**src/sv/lsf_pkg.sv**
```systemverilog
package lsf_pkg;

  localparam int ADDR_BITS = 7;
  localparam int PC_BITS   = 6;

  typedef enum logic [1:0] {
    MODE_CMD   = 2'd0,
    MODE_WRITE = 2'd1,
    MODE_OPEN  = 2'd2,
    MODE_NIB   = 2'd3
  } mode_t;

  typedef enum logic [2:0] {
    SRC_ZERO = 3'd0,
    SRC_ONE  = 3'd1,
    SRC_CMD  = 3'd2,
    SRC_ADDR = 3'd3,
    SRC_NIB  = 3'd4
  } src_t;

  typedef enum logic [1:0] {
    END_NONE     = 2'd0,
    END_ALWAYS   = 2'd1,
    END_IF_CLOSE = 2'd2
  } end_t;

  typedef enum logic [1:0] {
    RUN_KEEP         = 2'd0,
    RUN_SET          = 2'd1,
    RUN_CLR          = 2'd2,
    RUN_CLR_IF_CLOSE = 2'd3
  } run_t;

  // One microcode word: where the bit comes from and what happens around it
  typedef struct packed {
    src_t       src;
    logic [2:0] sel;
    logic       start;
    logic       fin;
    end_t       endk;
    run_t       run_op;
  } ctrl_t;

  // One serial bit handed from the sequencer to the output register
  typedef struct packed {
    logic valid;
    logic data_bit;
    logic frame_start;
    logic frame_end;
    logic last;
  } bit_t;

  localparam logic [PC_BITS-1:0] ENTRY_CMD   = 6'd0;
  localparam logic [PC_BITS-1:0] ENTRY_WRITE = 6'd12;
  localparam logic [PC_BITS-1:0] ENTRY_OPEN  = 6'd26;
  localparam logic [PC_BITS-1:0] ENTRY_NIB   = 6'd36;

  function automatic logic [PC_BITS-1:0] entry_of(mode_t m);
    logic [PC_BITS-1:0] e;
    unique case (m)
      MODE_CMD:   e = ENTRY_CMD;
      MODE_WRITE: e = ENTRY_WRITE;
      MODE_OPEN:  e = ENTRY_OPEN;
      default:    e = ENTRY_NIB;
    endcase
    return e;
  endfunction

  function automatic ctrl_t mk(src_t s, int sel, logic st, logic fn, end_t ek, run_t ro);
    ctrl_t w;
    w.src    = s;
    w.sel    = 3'(sel);
    w.start  = st;
    w.fin    = fn;
    w.endk   = ek;
    w.run_op = ro;
    return w;
  endfunction

  // Microcode table: command, single write, open run, run nibble
  function automatic ctrl_t rom_word(logic [PC_BITS-1:0] pc);
    ctrl_t w;
    int    p;
    p = int'(pc);
    case (pc) inside
      6'd0, 6'd12, 6'd26: w = mk(SRC_ONE, 0, 1'b1, 1'b0, END_NONE, RUN_KEEP);
      6'd1, 6'd2, 6'd13, 6'd27:
        w = mk(SRC_ZERO, 0, 1'b0, 1'b0, END_NONE, RUN_KEEP);
      6'd14, 6'd28:  w = mk(SRC_ONE, 0, 1'b0, 1'b0, END_NONE, RUN_KEEP);
      [6'd3:6'd10]:  w = mk(SRC_CMD, 10 - p, 1'b0, 1'b0, END_NONE, RUN_KEEP);
      6'd11:         w = mk(SRC_ZERO, 0, 1'b0, 1'b1, END_ALWAYS, RUN_CLR);
      [6'd15:6'd21]: w = mk(SRC_ADDR, 21 - p, 1'b0, 1'b0, END_NONE, RUN_KEEP);
      [6'd22:6'd24]: w = mk(SRC_NIB, p - 22, 1'b0, 1'b0, END_NONE, RUN_KEEP);
      6'd25:         w = mk(SRC_NIB, 3, 1'b0, 1'b1, END_ALWAYS, RUN_CLR);
      [6'd29:6'd34]: w = mk(SRC_ADDR, 35 - p, 1'b0, 1'b0, END_NONE, RUN_KEEP);
      6'd35:         w = mk(SRC_ADDR, 0, 1'b0, 1'b1, END_NONE, RUN_SET);
      [6'd36:6'd38]: w = mk(SRC_NIB, p - 36, 1'b0, 1'b0, END_NONE, RUN_KEEP);
      6'd39:         w = mk(SRC_NIB, 3, 1'b0, 1'b1, END_IF_CLOSE, RUN_CLR_IF_CLOSE);
      default:       w = mk(SRC_ZERO, 0, 1'b0, 1'b1, END_NONE, RUN_KEEP);
    endcase
    return w;
  endfunction

endpackage

```
**src/sv/lsf_seq.sv**
```systemverilog
module lsf_seq (
  input  logic                         clk,
  input  logic                         rst_n,
  input  logic                         start,
  input  logic [1:0]                   mode,
  input  logic [7:0]                   command_code,
  input  logic [lsf_pkg::ADDR_BITS-1:0] address,
  input  logic [3:0]                   nibble,
  input  logic                         close_run,
  input  logic                         advance,
  output logic                         busy,
  output lsf_pkg::bit_t                bit_o
);
  import lsf_pkg::*;

  logic                 busy_r, busy_nxt;
  logic                 run_open_r, run_open_nxt;
  logic [PC_BITS-1:0]   pc_r, pc_nxt;
  logic [7:0]           cmd_r;
  logic [ADDR_BITS-1:0] addr_r;
  logic [3:0]           nib_r;
  logic                 close_r;
  ctrl_t                cw;
  logic                 dbit;
  mode_t                mode_in;

  assign mode_in = mode_t'(mode);
  assign cw      = rom_word(pc_r);
  assign busy    = busy_r;

  always_comb begin
    case (cw.src)
      SRC_ONE:  dbit = 1'b1;
      SRC_CMD:  dbit = cmd_r[cw.sel];
      SRC_ADDR: dbit = addr_r[cw.sel];
      SRC_NIB:  dbit = nib_r[cw.sel[1:0]];
      default:  dbit = 1'b0;
    endcase
  end

  always_comb begin
    bit_o.valid       = busy_r;
    bit_o.data_bit    = dbit;
    bit_o.frame_start = cw.start;
    bit_o.frame_end   = (cw.endk == END_ALWAYS) || (cw.endk == END_IF_CLOSE && close_r);
    bit_o.last        = cw.fin;
  end

  always_comb begin
    busy_nxt     = busy_r;
    run_open_nxt = run_open_r;
    pc_nxt       = pc_r;
    if (start) begin
      // a run nibble with no open run produces nothing
      busy_nxt = (mode_in != MODE_NIB) || run_open_r;
      pc_nxt   = entry_of(mode_in);
    end else if (busy_r && advance) begin
      pc_nxt = pc_r + 1'b1;
      if (cw.fin) begin
        busy_nxt = 1'b0;
        case (cw.run_op)
          RUN_SET:          run_open_nxt = 1'b1;
          RUN_CLR:          run_open_nxt = 1'b0;
          RUN_CLR_IF_CLOSE: run_open_nxt = run_open_r & ~close_r;
          default:          run_open_nxt = run_open_r;
        endcase
      end
    end
  end

  always_ff @(posedge clk) begin
    if (!rst_n) begin
      busy_r     <= 1'b0;
      run_open_r <= 1'b0;
      pc_r       <= '0;
    end else begin
      busy_r     <= busy_nxt;
      run_open_r <= run_open_nxt;
      pc_r       <= pc_nxt;
    end
  end

  always_ff @(posedge clk) begin
    if (start) begin
      cmd_r   <= command_code;
      addr_r  <= address;
      nib_r   <= nibble;
      close_r <= close_run;
    end
  end

endmodule

```
**src/sv/led_driver_serial_framer.sv**
```systemverilog
// Channel | Direction | Handshake        | Payload
// in_     | input     | in_valid/in_stall | mode, command_code, address, nibble, close_run
// out_    | output    | out_valid/out_stall | data_bit, frame_start, frame_end, last
//
// One request at a time; the microcode sequencer steps through one serial bit per word.
// After a transaction is taken, in_stall stays high until its last bit has left the
// sequencer; a run nibble with no open run holds nothing and leaves in_stall low.
// Reset (rst_n low, synchronous) idles the sequencer and closes any write run.
// A stall on out_ freezes the sequencer with the pending bit held in the output register.
module led_driver_serial_framer (
  input  logic                          clk,
  input  logic                          rst_n,
  input  logic                          in_valid,
  output logic                          in_stall,
  input  logic [1:0]                    in_mode,
  input  logic [7:0]                    in_command_code,
  input  logic [lsf_pkg::ADDR_BITS-1:0] in_address,
  input  logic [3:0]                    in_nibble,
  input  logic                          in_close_run,
  output logic                          out_valid,
  input  logic                          out_stall,
  output logic                          out_data_bit,
  output logic                          out_frame_start,
  output logic                          out_frame_end,
  output logic                          out_last
);
  import lsf_pkg::*;

  logic  busy;
  logic  in_take;
  logic  advance;
  bit_t  seq_bit;

  logic  out_valid_r, out_valid_nxt;
  logic  data_bit_r, frame_start_r, frame_end_r, last_r;

  // Take a new transaction only when the sequencer is idle
  assign in_stall = busy;
  assign in_take  = in_valid & ~busy;

  // Advance the microcode when the output register is free or being emptied
  assign advance = ~out_valid_r | ~out_stall;

  lsf_seq u_seq (
    .clk          (clk),
    .rst_n        (rst_n),
    .start        (in_take),
    .mode         (in_mode),
    .command_code (in_command_code),
    .address      (in_address),
    .nibble       (in_nibble),
    .close_run    (in_close_run),
    .advance      (advance),
    .busy         (busy),
    .bit_o        (seq_bit)
  );

  always_comb begin
    out_valid_nxt = out_valid_r;
    if (advance) begin
      out_valid_nxt = seq_bit.valid;
    end
  end

  always_ff @(posedge clk) begin
    if (!rst_n) begin
      out_valid_r <= 1'b0;
    end else begin
      out_valid_r <= out_valid_nxt;
    end
  end

  // Hold the payload while stalled; load a fresh bit on each advance
  always_ff @(posedge clk) begin
    if (advance && seq_bit.valid) begin
      data_bit_r    <= seq_bit.data_bit;
      frame_start_r <= seq_bit.frame_start;
      frame_end_r   <= seq_bit.frame_end;
      last_r        <= seq_bit.last;
    end
  end

  assign out_valid       = out_valid_r;
  assign out_data_bit    = data_bit_r;
  assign out_frame_start = frame_start_r;
  assign out_frame_end   = frame_end_r;
  assign out_last        = last_r;

endmodule

```
**config.mk**
```make
export PLATFORM = sky130hd
export DESIGN_NAME = led_driver_serial_framer
export DESIGN_NICKNAME = d
export VERILOG_FILES = /design/src/sv/lsf_pkg.sv /design/src/sv/lsf_seq.sv /design/src/sv/led_driver_serial_framer.sv
export SDC_FILE = /design/constraint.sdc
export NUM_CORES = 1
export LEC_CHECK = 0
export BUFFER_PORTS_ARGS = -buffer_cell sky130_fd_sc_hd__buf_2
export CAP_MARGIN = 20
export CORE_ASPECT_RATIO = 1.4
export CORE_MARGIN = 2
export CORE_UTILIZATION = 59
export CTS_BUF_LIST = sky130_fd_sc_hd__clkbuf_8
export CTS_CLUSTER_SIZE = 40
export DETAILED_ROUTE_END_ITERATION = 10
export PLACE_DENSITY = 0.82
export SYNTH_ARGS = -nofsm -noshare
export SYNTH_HDL_FRONTEND = slang
export SYNTH_SLANG_ARGS = --single-unit
```
**constraint.sdc**
```tcl
create_clock -name clk -period 4.8 [get_ports clk]
set_input_delay 0.96 -clock clk [delete_from_list [all_inputs] [get_ports clk]]
set_output_delay 0.96 -clock clk [all_outputs]
set_load 0.02 [all_outputs]
```
Yosys cells after proc, flatten, opt, wreduce, memory -nomap -nowiden
Index checks and enable logic that the tools add are counted.
Storage, ports and cells
  input port bits: 26
  output and inout bits: 6
  word-level logic and storage cells: 107
  RAM bits: 0
  register bits after elaboration: 33
  memories: 0
  bits in latches: 0
  ROM bits: 0
Cells by class
  divide/modulo/power cells: 0
  $mul: 0
  add/subtract/negate cells: 6
  muxes and demuxes: 26
  reductions and logical operators: 19
  bitwise operators: 8
  shifts and indexed selects: 0
  order comparisons: 12
  equal/unequal tests: 24
Operators with widths (count)
  $mux 12: 12
  $eq 6x4->1 const B: 4
  $eq 6x5->1 const B: 4
  $pmux 6 s3: 1
  $eq 6x6->1 const B: 2
  $ge 6x5->1 const B: 2
  $le 6x5->1 const B: 2
  $le 6x6->1 const B: 2
  $mux 6: 2
  $eq 2x2->1 const B: 4
  $logic_and 1x1->1: 7
  $add 6x1->6 const B: 1
  $bmux 1 s3: 2
  $eq 2x1->1 const B: 3
  $eq 3x2->1 const B: 2
  $eq 6x1->1 const B: 1
  $eq 6x2->1 const B: 1
  $ge 6x2->1 const B: 1
  $ge 6x4->1 const B: 1
  $ge 6x6->1 const B: 1
  $le 6x4->1 const B: 1
  $logic_not 6->1: 1
  $mux 1: 6
  $sub 2x3->3 const A: 2
  22 further kinds: 30

Longest topological paths before layout
  depth in word-level cells: 16
  mapped depth: 14
  mapped depth without buffers: 11

Cells and area by module
Synthesis repeated with hierarchy kept, for this count alone.
Second synthesis, totals
  cells, all modules: 215
  area total of the unflattened synthesis: 2183.3 um^2
Modules (own cells, without submodules)
  lsf_seq: area each 2015.7 um^2, instances 1, seq. area each 760.7 um^2, cells each 205
  led_driver_serial_framer: area each 167.7 um^2, instances 1, seq. area each 140.1 um^2, cells each 10

Worst setup path before layout
Ideal clock, no wire load.
  path kind: flip-flop to flip-flop
  from: register u_seq.pc_r[1]
  to: register data_bit_r (netlist: out_data_bit), data pin
  required time: 4529 ps
  library setup time: 271 ps
  stages on the path, launching flop included: 13
  clock period less this slack: 3496 ps
  setup slack: 1304 ps
  data arrival time: 3226 ps
  buffers on the path: 2
  cell sequence: dfxtp_1 clkbuf_1 inv_1 ha_1 nor3b_1 o32a_1 o21ai_0 o311ai_0 o21a_1 buf_2 mux4_2 a211oi_1 o211ai_1
RTL lines
  start, declared: RTL line lsf_seq.sv:18  | logic [PC_BITS-1:0] pc_r, pc_nxt;
  start signal, assigned: RTL line lsf_seq.sv:79  | pc_r <= pc_nxt;
  end signal, assigned: RTL line led_driver_serial_framer.sv:76  | data_bit_r <= seq_bit.data_bit;
  end, declared: RTL line led_driver_serial_framer.sv:35  | logic data_bit_r, frame_start_r, frame_end_r, last_r;

==> out/qor.csv <==
metric,value,unit
status,"finished, final reports clean",
detailed-route via count,1826,
clk root buf,clkbuf_8,
Top Metal Used,met4,
max_cap viols,0,
warnings from Yosys,0,
Final TNS setup,0,ps
post-cts resize count,0,
antenna violations before repair,0,
Power Density,331,mW/mm^2
crit path capture,out_data_bit,
Tightest Pin Transition,843,ps
Placed Cells,282,
R2R Setup Slk,740,ps
cell area after synthesis,0.00217,mm^2
Multi-input gate area,0.00116,mm^2
Clock transition at path regs,70,ps
Finished Cell Area,0.00243,mm^2
crit path max fanout,21,
row cnt,26,
Pins Over Slew Limit,0,
syn nets,259,
max_slew headroom,43.7,%
Layout Nets,285,
post-route ant nets,0,
gr usage total,25.0,%
critical path's largest stage delay,870,ps
min Tclk post-route,4060,ps
Fmax,246,MHz
Post-CTS Setup Bufs,0,
Worst Hold Class,reg2reg,
area post-placement,0.00232,mm^2
initial core utilization,60.7,%
Worst-Skew Late Latency,280,ps
vias in the first global route,1751,
met2 WL,2590,um
final period utilization,84.7,%
DIE AREA,0.00419,mm^2
RePlAce Congestion,0.997,
R2R depth,10,
Worst VDD drop,0.329,mV
overall power,0.803,mW
die width,55.3,um
final core occ,67.9,%
hold_buf cts,0,
share of post-route cells with drive strength above 1,19.4,%
Filler cells,299,
residual DRC count,0,
routed wl met3,344,um
#FFs+latches synth,33,
CTS tree,done,
synthesis-to-layout area growth,11.8,%
drt wl/cell,17.8,um
global-route wire length before repair,8050,um
H-tree depth,2,
Critical Path Sink Type,flip-flop,
Syn Area/Cell,9.83,um^2
FF+latch area,901,um^2
Setup Viol. Count Final,0,
core area,0.00358,mm^2
predominant post-synthesis flop cell,edfxtp_1,
worst clock skew,5.49,ps
DR vias/cell,6.30,
Worst Path Required,4820,ps
Post-Route WL,5180,um
post-synth cell types,53,
most frequent cells in the layout,"31 x buf_2, 24 x edfxtp_1, 16 x nand2_1",
drt pass-1 iters,5,
"Seq/Total Area, Yosys",41.5,%
Ant. Diodes,0,
"commonest non-fill, non-tap cell in the layout",buf_2,
DR iter-0 viols,109,
Syn Inst Count,221,
port buffer count,31,
CTS sink cnt,33,
CP startpoint,u_seq.pc_r[2],
critical path cell sequence,inv_1 > ha_1 > nor2b_1 > o21ai_0 > a21oi_1 > o311ai_0 > o21a_1 > mux4_2 > a211oi_1 > o211ai_1,
CTS max path bufs,2,
I/O Pins,32,
crit start category,flip-flop,
CP max-delay cell,dfxtp_1,
DP HPWL,3730,um
Die Y,75.8,um
number of synthesized flops with an enable pin,24,
R2R Path Start,u_seq.pc_r[2],
CP arrival,4090,ps
CTS buffer count,5,
RR Endpoint,out_data_bit,
critical path class,reg2reg,
largest net degree at the start of global routing,22,
Fin. Hold Viols,0,
GRT overflow,0,
Async SR Flop Fraction,0,%
leak pwr,0.961,nW
post-route non-filler standard cell count,290,
RSZ-0062 raised after global routing,false,
M1 WL,1980,um
-- synth_stat cells, types with 7 or more instances --
cell type | instances | area (um^2)
a21oi_1 | 14 | 70.1
clkbuf_1 | 8 | 30.0
dfxtp_1 | 9 | 180
edfxtp_1 | 24 | 721
ha_1 | 12 | 150
inv_1 | 14 | 52.6
mux2i_1 | 12 | 120
nand2_1 | 16 | 60.1
nand2b_1 | 7 | 43.8
nor2_1 | 11 | 41.3
nor2b_1 | 7 | 43.8
o21ai_0 | 9 | 45.0
-- sequential cells by signal, indices dropped and copies added, names as in the netlist, 4 cells and up --
| name | cells |
|---|---|
| u_seq.pc_r | 6 |
| u_seq.addr_r | 7 |
| u_seq.nib_r | 4 |
| u_seq.cmd_r | 8 |
-- worst min-delay path by stage --
stage / to / from / depth (start not counted) / slack [ps]
floorplan: u_seq.run_open_r / u_seq.run_open_r / 2 / 460
global placement: u_seq.run_open_r / u_seq.run_open_r / 2 / 480
detailed placement: u_seq.run_open_r / u_seq.run_open_r / 2 / 480
CTS: u_seq.run_open_r / u_seq.run_open_r / 2 / 490
global route: u_seq.run_open_r / u_seq.run_open_r / 2 / 520
finish: u_seq.run_open_r / u_seq.run_open_r / 2 / 490
-- stage by stage --
stage	setup slack, ps	hold WS (ps)
6_report	735	487
5_1_grt	489	521
4_1_cts	844	487
3_5_place_dp	865	478
3_3_place_gp	924	477
2_1_floorplan	1300	460
-- worst max-delay path, delay by kind of cell, from the launching register on --
kind                     cells  cell delay, ps
multiplexers                 1             550
buffers and inverters        1             210
flip-flops                   1             870
AO/OA/AOI/OAI                6            1790
adder cells (fa/ha/maj)      1             260
AND/OR/NAND/NOR              1             130
-- report_power, final --
part	internal, mW	switching (mW)	leakage [nW]	total [mW]
combinational	0.0845	0.112	0.599	0.197
clock	0.151	0.0950	0.0570	0.246
sequential	0.334	0.0271	0.304	0.361
total	0.569	0.234	0.961	0.803
-- cell type report --
type	count	share of cell area (%)
Clock buffer	5	2.83
Multi-Input combinational cell	162	47.8
Sequential cell	33	37.1
Timing Repair Buffer	31	6.39
Tap cell	42	2.16
Inverter	14	2.16
Clock inverter	3	1.54
-- layer usage --
metal  track usage (%)  vias up
li1                  -      870
met1              28.1      834
met2              43.5       99
met3              4.24       23
met4              18.2        0
met5                 0        -
-- cell families (layout without fill, tap and decap cells) --
family,count (synthesis),after routing,share of synthesized area [%]
and+or+nand+nor,71,71,18.4
DFF,33,33,41.5
muxes,13,13,6.56
AOI/OAI and AO/OA,62,62,19.6
buffers and inverters,26,53,5.07
xor gates and xnor gates,4,4,1.96
adders and majority gates,12,12,6.91
No activity file was read; power rests on OpenSTA's default activity.
